===== config.mk =====
export PLATFORM = sky130hd
export DESIGN_NAME = cgbe_front
export DESIGN_NICKNAME = d
export VERILOG_FILES = /design/src/rtl/cgbe_pkg.sv /design/src/rtl/cgbe_front.sv
export SDC_FILE = /design/constraint.sdc
export NUM_CORES = 1
export LEC_CHECK = 0
export ABC_AREA = 1
export BUFFER_PORTS_ARGS = -buffer_cell sky130_fd_sc_hd__buf_2
export CAP_MARGIN = 10
export CORE_MARGIN = 2
export CORE_UTILIZATION = 41
export CTS_CLUSTER_SIZE = 25
export DETAILED_ROUTE_END_ITERATION = 10
export PLACE_DENSITY = 0.65
export SYNTH_ARGS = -nofsm -noshare
export SYNTH_HDL_FRONTEND = slang
export SYNTH_SLANG_ARGS = --single-unit

===== constraint.sdc =====
create_clock -name clk_i -period 5.4 [get_ports clk_i]
set_clock_uncertainty 0.15 [all_clocks]
set_input_delay 0.54 -clock clk_i [delete_from_list [all_inputs] [get_ports clk_i]]
set_output_delay 0.54 -clock clk_i [all_outputs]
set_load 0.05 [all_outputs]

===== src/rtl/cgbe_pkg.sv =====
`timescale 1ns / 1ps
`default_nettype none

package cgbe_pkg;

  // Operation codes of an input beat.
  typedef enum logic [1:0] {
    FN_LOAD   = 2'd0,
    FN_DESC   = 2'd1,
    FN_RENDER = 2'd2,
    FN_READ   = 2'd3
  } func_e;

  // One classified command as it travels through the queue.
  typedef struct packed {
    func_e       func;
    logic [7:0]  glyph_index;
    logic [13:0] byte_addr;
    logic [7:0]  byte_value;
    logic [7:0]  glyph_width;
    logic [7:0]  glyph_height;
    logic [13:0] bitmap_offset;
    logic        map_select;
    logic [7:0]  map_row;
    logic [2:0]  map_word;
  } cmd_t;

  // Status of the execution side as seen by the front.
  typedef struct packed {
    logic take;
    logic clearing;
  } back_stat_t;

  // Reduces v modulo m by eight conditional subtractions of shifted m.
  // Valid while v is below 256 times m.
  function automatic logic [31:0] reduce_mod(logic [31:0] v, logic [31:0] m);
    logic [31:0] r;
    r = v;
    for (int j = 7; j >= 0; j--) begin
      if (r >= (m << j)) begin
        r = r - (m << j);
      end
    end
    return r;
  endfunction

endpackage

`default_nettype wire


===== src/rtl/cgbe_front.sv =====
`timescale 1ns / 1ps
`default_nettype none

module cgbe_front #(
  parameter int STORE_BYTES = 16384,
  parameter int GLYPH_COUNT = 256
) (
  input  wire               clk_i,
  input  wire               rst_ni,
  input  wire               start,
  output logic              busy,
  input  cgbe_pkg::cmd_t    cmd_i,
  input  cgbe_pkg::back_stat_t stat_i,
  output logic              cmd_valid_o,
  output cgbe_pkg::cmd_t    cmd_o
);
  import cgbe_pkg::*;

  cmd_t       fifo_q [2];
  cmd_t       cls;
  logic       wptr_q, rptr_q;
  logic [1:0] count_q, count_d;
  logic       push, pop;

  // Wrap the glyph index and the store address on entry.
  always_comb begin
    cls             = cmd_i;
    cls.glyph_index = 8'(reduce_mod({24'b0, cmd_i.glyph_index}, 32'(GLYPH_COUNT)));
    cls.byte_addr   = 14'(reduce_mod({18'b0, cmd_i.byte_addr}, 32'(STORE_BYTES)));
  end

  // Handshake of the two-entry queue.
  assign busy        = (count_q == 2'd2) || stat_i.clearing;
  assign push        = start && !busy;
  assign cmd_valid_o = (count_q != 2'd0);
  assign pop         = cmd_valid_o && stat_i.take;
  assign cmd_o       = fifo_q[rptr_q];

  always_comb begin
    count_d = count_q;
    if (push && !pop) begin
      count_d = count_q + 2'd1;
    end else if (pop && !push) begin
      count_d = count_q - 2'd1;
    end
  end

  always_ff @(posedge clk_i or negedge rst_ni) begin
    if (!rst_ni) begin
      wptr_q  <= 1'b0;
      rptr_q  <= 1'b0;
      count_q <= 2'd0;
    end else begin
      count_q <= count_d;
      if (push) wptr_q <= !wptr_q;
      if (pop)  rptr_q <= !rptr_q;
    end
  end

  // Queue storage.
  always_ff @(posedge clk_i) begin
    if (push) begin
      fifo_q[wptr_q] <= cls;
    end
  end

  a_count_bound : assert property (@(posedge clk_i) disable iff (!rst_ni)
    count_q != 2'd3) else $error("queue count out of range");

endmodule

`default_nettype wire


=== Word level (Yosys, flattened, before mapping) ===
Memories as Yosys holds them, arrays and structs flattened.
Cells that the tools add are included.

* Bitwise gates (word level): 0
* Multipliers: 0
* Eq/ne operators: 1
* $add $sub $neg: 2
* Reduce and logical (&&, ||, !) cells: 12
* Shift-type cells: 0
* Order comparisons: 0
* Divide/modulo/power cells: 0
* Multiplexer cells: 4

{| class="wikitable"
|+ Operator list
! kind !! count
|-
| $logic_not A1 Y1 || 5
|-
| $logic_and A1 B1 Y1 || 4
|-
| $mux W2 || 2
|-
| $reduce_bool A2 Y1 || 2
|-
| $add A2 B1 Y2 const B || 1
|-
| $eq A2 B2 Y1 const B || 1
|-
| $mux W1 || 2
|-
| $sub A2 B1 Y2 const B || 1
|-
| $logic_or A1 B1 Y1 || 1
|}

* Memory bits (writable): 148
* Register bits after elaboration: 4
* Bits in latches: 0
* Memories: 1
* Memory bits (read-only): 0
* Logic and storage cells: 23

{| class="wikitable"
|+ Memories
! memory !! words !! bits a word !! rd ports !! clocked after memory_dff !! wr ports !! RTL line !! source
|-
| fifo_q || 2 || 74 || 1 || 0 || 1 || cgbe_front.sv:19 || <nowiki>cmd_t fifo_q [2];</nowiki>
|}

=== Depth between registers and ports, before layout ===
* Depth in word-level cells: 8
* Mapped depth: 10
* Depth with buffers taken out: 10

=== Least setup slack after synthesis ===
No wires, ideal clock.

* Path kind: input to register
* Start: in stat_i[0] (netlist name)
* End: mem fifo_q[1][0] (netlist name), enable pin
* Stages: 3
* Data required time: 4.743 ns
* Path slack: 0.922 ns
* Setup time: 0.507 ns
* Arrival: 3.821 ns
* Cells stage by stage: inv_1 > nand3_1 > nor2_1

* Word-level cells in the longest chain between the ends: 5

{| class="wikitable"
|+ RTL lines
! item !! RTL line !! source
|-
| start: declaration || cgbe_front.sv:13 || <nowiki>input cgbe_pkg::back_stat_t stat_i,</nowiki>
|-
| $logic_or A1 B1 Y1 || cgbe_front.sv:33 || <nowiki>assign busy = (count_q == 2'd2) || stat_i.clearing;</nowiki>
|-
| $logic_not A1 Y1 || cgbe_front.sv:34 || <nowiki>assign push = start && !busy;</nowiki>
|-
| $logic_and A1 B1 Y1 || cgbe_front.sv:34 ||
|-
| $mux W1 || cgbe_front.sv:62 || <nowiki>if (push) begin</nowiki>
|-
| $mux W1 (not written as such) || cgbe_front.sv:63 || <nowiki>fifo_q[wptr_q] <= cls;</nowiki>
|-
| end: declaration || cgbe_front.sv:19 ||
|}

No other way between the ends.

==> results.md <==
Timing:
- The upper clock frequency limit is about 340 MHz.
- The max-slew violation total from the final report came to 0.
- Subtracting the final worst setup slack from the clock period gives 2.98 ns.
- Setup violations remaining at the end of the flow were counted as 0.
- The share of the clock period used by the worst path after layout is 55.2%.
- Setup repair after global routing left no endpoint under its margin.
- The slew at the pin closest to its max-slew limit is roughly 0.86 ns.
- The post-route setup TNS is 0 ns.
- The worst hold-check slack is approximately 0.16 ns.
- Measured against its own limit, the worst slew margin works out to between 40% and 50%.
- The number of hold violations in the final report came to 0.

Clocking:
- The cell sitting at the root of the clock tree is a sky130_fd_sc_hd__clkbuf_16.
- The post-CTS setup buffer count is 0.
- The clock tree from TritonCTS is yes.
- The maximum count of clock buffers along a single path is 2.
- The clock slew at the register clock pins of the worst setup and hold paths is roughly 0.060 ns.
- For the worst-skew pair, the clock arrives at the later sink with an insertion delay of a little over 0.4 ns.
- In this run the number of H-tree levels came out at 4.
- The post-cts hold buffer count is 1.
- The number of buffers inserted during clock tree synthesis is 17.
- Gates resized during post-CTS repair numbered 0.
- The total clock sinks is 152.

Placed design:
- After legalization and detailed placement, the total HPWL measured ~7 mm.
- The placed instances occupy a cell area of 6540 sq um.
- The congestion estimate from routability-driven global placement came to ~0.76.
- Input and output buffers added on the ports amount to 154.

Pwr:
- Power comes to around 4600 uW.
- The power density over the cells is 635 nW/um^2.
- For this design the static power due to leakage is approximately 0.0031 uW.
- VDD sags by at most around 0.32 mV.

Synthesis:
- The post-synthesis net count is 499.
- The number of library cell types mapped by synthesis is 13.
- sky130_fd_sc_hd__edfxtp_1 takes more of the synthesized area than any other cell.
- The number of cells produced by synthesis is approximately 420.
- Sorting the synthesized cells by area gives the leading types as sky130_fd_sc_hd__edfxtp_1, sky130_fd_sc_hd__nand2_1, sky130_fd_sc_hd__dfrtp_1.
- The top-area cell type share of the netlist area is between 70% and 80%.
- The total of warnings raised by yosys is 0.
- The synthesis-stage register bit count is 152.
- For this run, the register share of the synthesized area comes to between 80% and 90%.
- The synthesized area is around 5600 sq um.
- The mean area per synthesized cell is approximately 13 sq um.

Setup path:
- For flop-to-flop paths, the worst setup slack is 2.76 ns.
- The critical path class is reg -> out.
- Data on the critical path is required at its endpoint by 4.71 ns.
- The nature of the critical path startpoint is a register.
- The type of destination of the critical path is a primary output.
- The worst-path maximum fanout is 42.
- The data arrival time of the critical path is between 2 and 2.5 ns.

Global route:
- The number of antenna violations at the first check in global routing was 1.
- The first-pass GRT wire length is approximately 17 mm.
- After global routing the overflow that remains totals 0.
- The via count of the first global-routing pass came to 3504.
- The overall global routing resource usage is ~16%.
- Entering global routing, the biggest net connects 76 pins.

Drt:
- The via count of the routed design is around 3500.
- The first routing iteration left around 190 violations.
- Wires add up to about 11 mm.
- The first-pass detailed-route iteration total is 4.
- In this run the remaining antenna-violating nets after routing total 0.
- Dividing the detail-routed wire length by the instance count gives 14.3 um.
- After detailed routing, the number of remaining DRC violations is 0.
- The via-per-instance ratio is between 4 and 5.

Finish:
- Leaving out fill and tap cells, the most frequent cell in the layout is sky130_fd_sc_hd__nand2_1.
- The post-route cell area is 7190 sq um.
- The final layout contains around 660 nets.
- In the layout the commonest cells are sky130_fd_sc_hd__nand2_1, sky130_fd_sc_hd__buf_2, sky130_fd_sc_hd__edfxtp_1.
- The end-of-flow core utilization is 54.1%.
- The number of fillers in the final layout is around 1100.
- The layout cell share with drive strength beyond 1 is approximately a third.
- Compared with the post-synthesis result, the final layout area differs by 28.4%.

Outcome:
- The flow ran to the end, and the final reports show no timing, DRC or antenna violations.

Floorplan:
- between 150 and 200 I/O pins were placed.
- The chip height is about 120 um.
- In this run the horizontal extent of the chip is between 100 and 150 um.
- The die covers about 15000 sq um.
- The initial core utilization is 42.1%.
- After floorplanning, the core was divided into between 40 and 50 placement rows.
- The area of the core is 13300 sq um.

Hold path:
- The type of the tightest min-delay check is in -> reg.

Flow run:
- The tool flagged a number of max-cap violations equal to 0.
-- through the flow --
stage | std cells | setup slack (ns)
after CTS | 767 | 2.35
after global placement | 737 | 2.59
after global routing | 767 | 2.21
after detailed placement | 737 | 2.58
final | 768 | 2.42
after floorplan | 419 | 0.922
-- registers in the layout, indices dropped and copies added, names as in the netlist --
signal   cells
count_q      2
fifo_q     148
wptr_q       1
rptr_q       1
-- final timing paths --
| path | from | end | cells after the start |
|---|---|---|---|
| worst max-delay path | rptr_q | cmd_o[54] | 5 |
| worst min-delay path | cmd_i[21] | fifo_q[1][21] | 1 |
| worst max register to register | count_q[0] | fifo_q[1][14] | 5 |
| worst min register to register | wptr_q | wptr_q | 2 |
| max in group asynchronous | rst_ni | rptr_q | 2 |
| min in group asynchronous | rst_ni | wptr_q | 2 |
-- area by class of cell --
cell class | instances | area (sq um) | area share (%)
diodes | 1 | 2.50 | 0.0348
clock buffers | 19 | 433 | 6.02
clock inverters | 10 | 203 | 2.82
inverters | 9 | 35.0 | 0.487
multi-input cells | 242 | 938 | 13.1
flip-flops and latches | 152 | 4550 | 63.2
well taps | 176 | 220 | 3.06
repair buffers | 159 | 811 | 11.3
-- per-layer routing --
metal  global-route usage (%)  up-vias  wire [um]
met4                     6.90        0        230
met2                     25.5      131       5400
met1                     17.4     1626       4320
li1                         -     1733          -
met5                        0        -          0
met3                     7.33       20       1030
-- power breakdown --
group,total (uW),internal [uW],switching [uW]
clock network,1280,855,423
registers,1510,1470,37.6
logic,1780,332,1450
-- synthesized netlist by cell type --
| library cell | instances |
|---|---|
| sky130_fd_sc_hd__nand2_1 | 234 |
| sky130_fd_sc_hd__edfxtp_1 | 148 |
| sky130_fd_sc_hd__buf_2 | 10 |
| sky130_fd_sc_hd__inv_1 | 8 |
| sky130_fd_sc_hd__buf_4 | 5 |
| sky130_fd_sc_hd__dfrtp_1 | 4 |
| sky130_fd_sc_hd__nand3_1 | 3 |
| sky130_fd_sc_hd__nand4_1 | 2 |
| sky130_fd_sc_hd__clkbuf_1 | 1 |
| sky130_fd_sc_hd__ha_1 | 1 |
| sky130_fd_sc_hd__inv_2 | 1 |
| sky130_fd_sc_hd__nor2_1 | 1 |
| sky130_fd_sc_hd__xnor2_1 | 1 |
-- logic make-up after synthesis --
logic type / synth area share, %
and+or+nand+nor: 16.2
DFF: 81.1
buffers and inverters: 2.23
xor gates and xnor gates: 0.156
adders and majority gates: 0.223
-- critical path: stages (launching register included) --
cell,delay [ns]
sky130_fd_sc_hd__dfrtp_2,0.41
sky130_fd_sc_hd__inv_2,0.45
sky130_fd_sc_hd__buf_4,0.51
sky130_fd_sc_hd__nand2_1,0.10
sky130_fd_sc_hd__nand2_1,0.10
sky130_fd_sc_hd__buf_2,0.27
No activity file was read; power rests on OpenSTA's default activity.
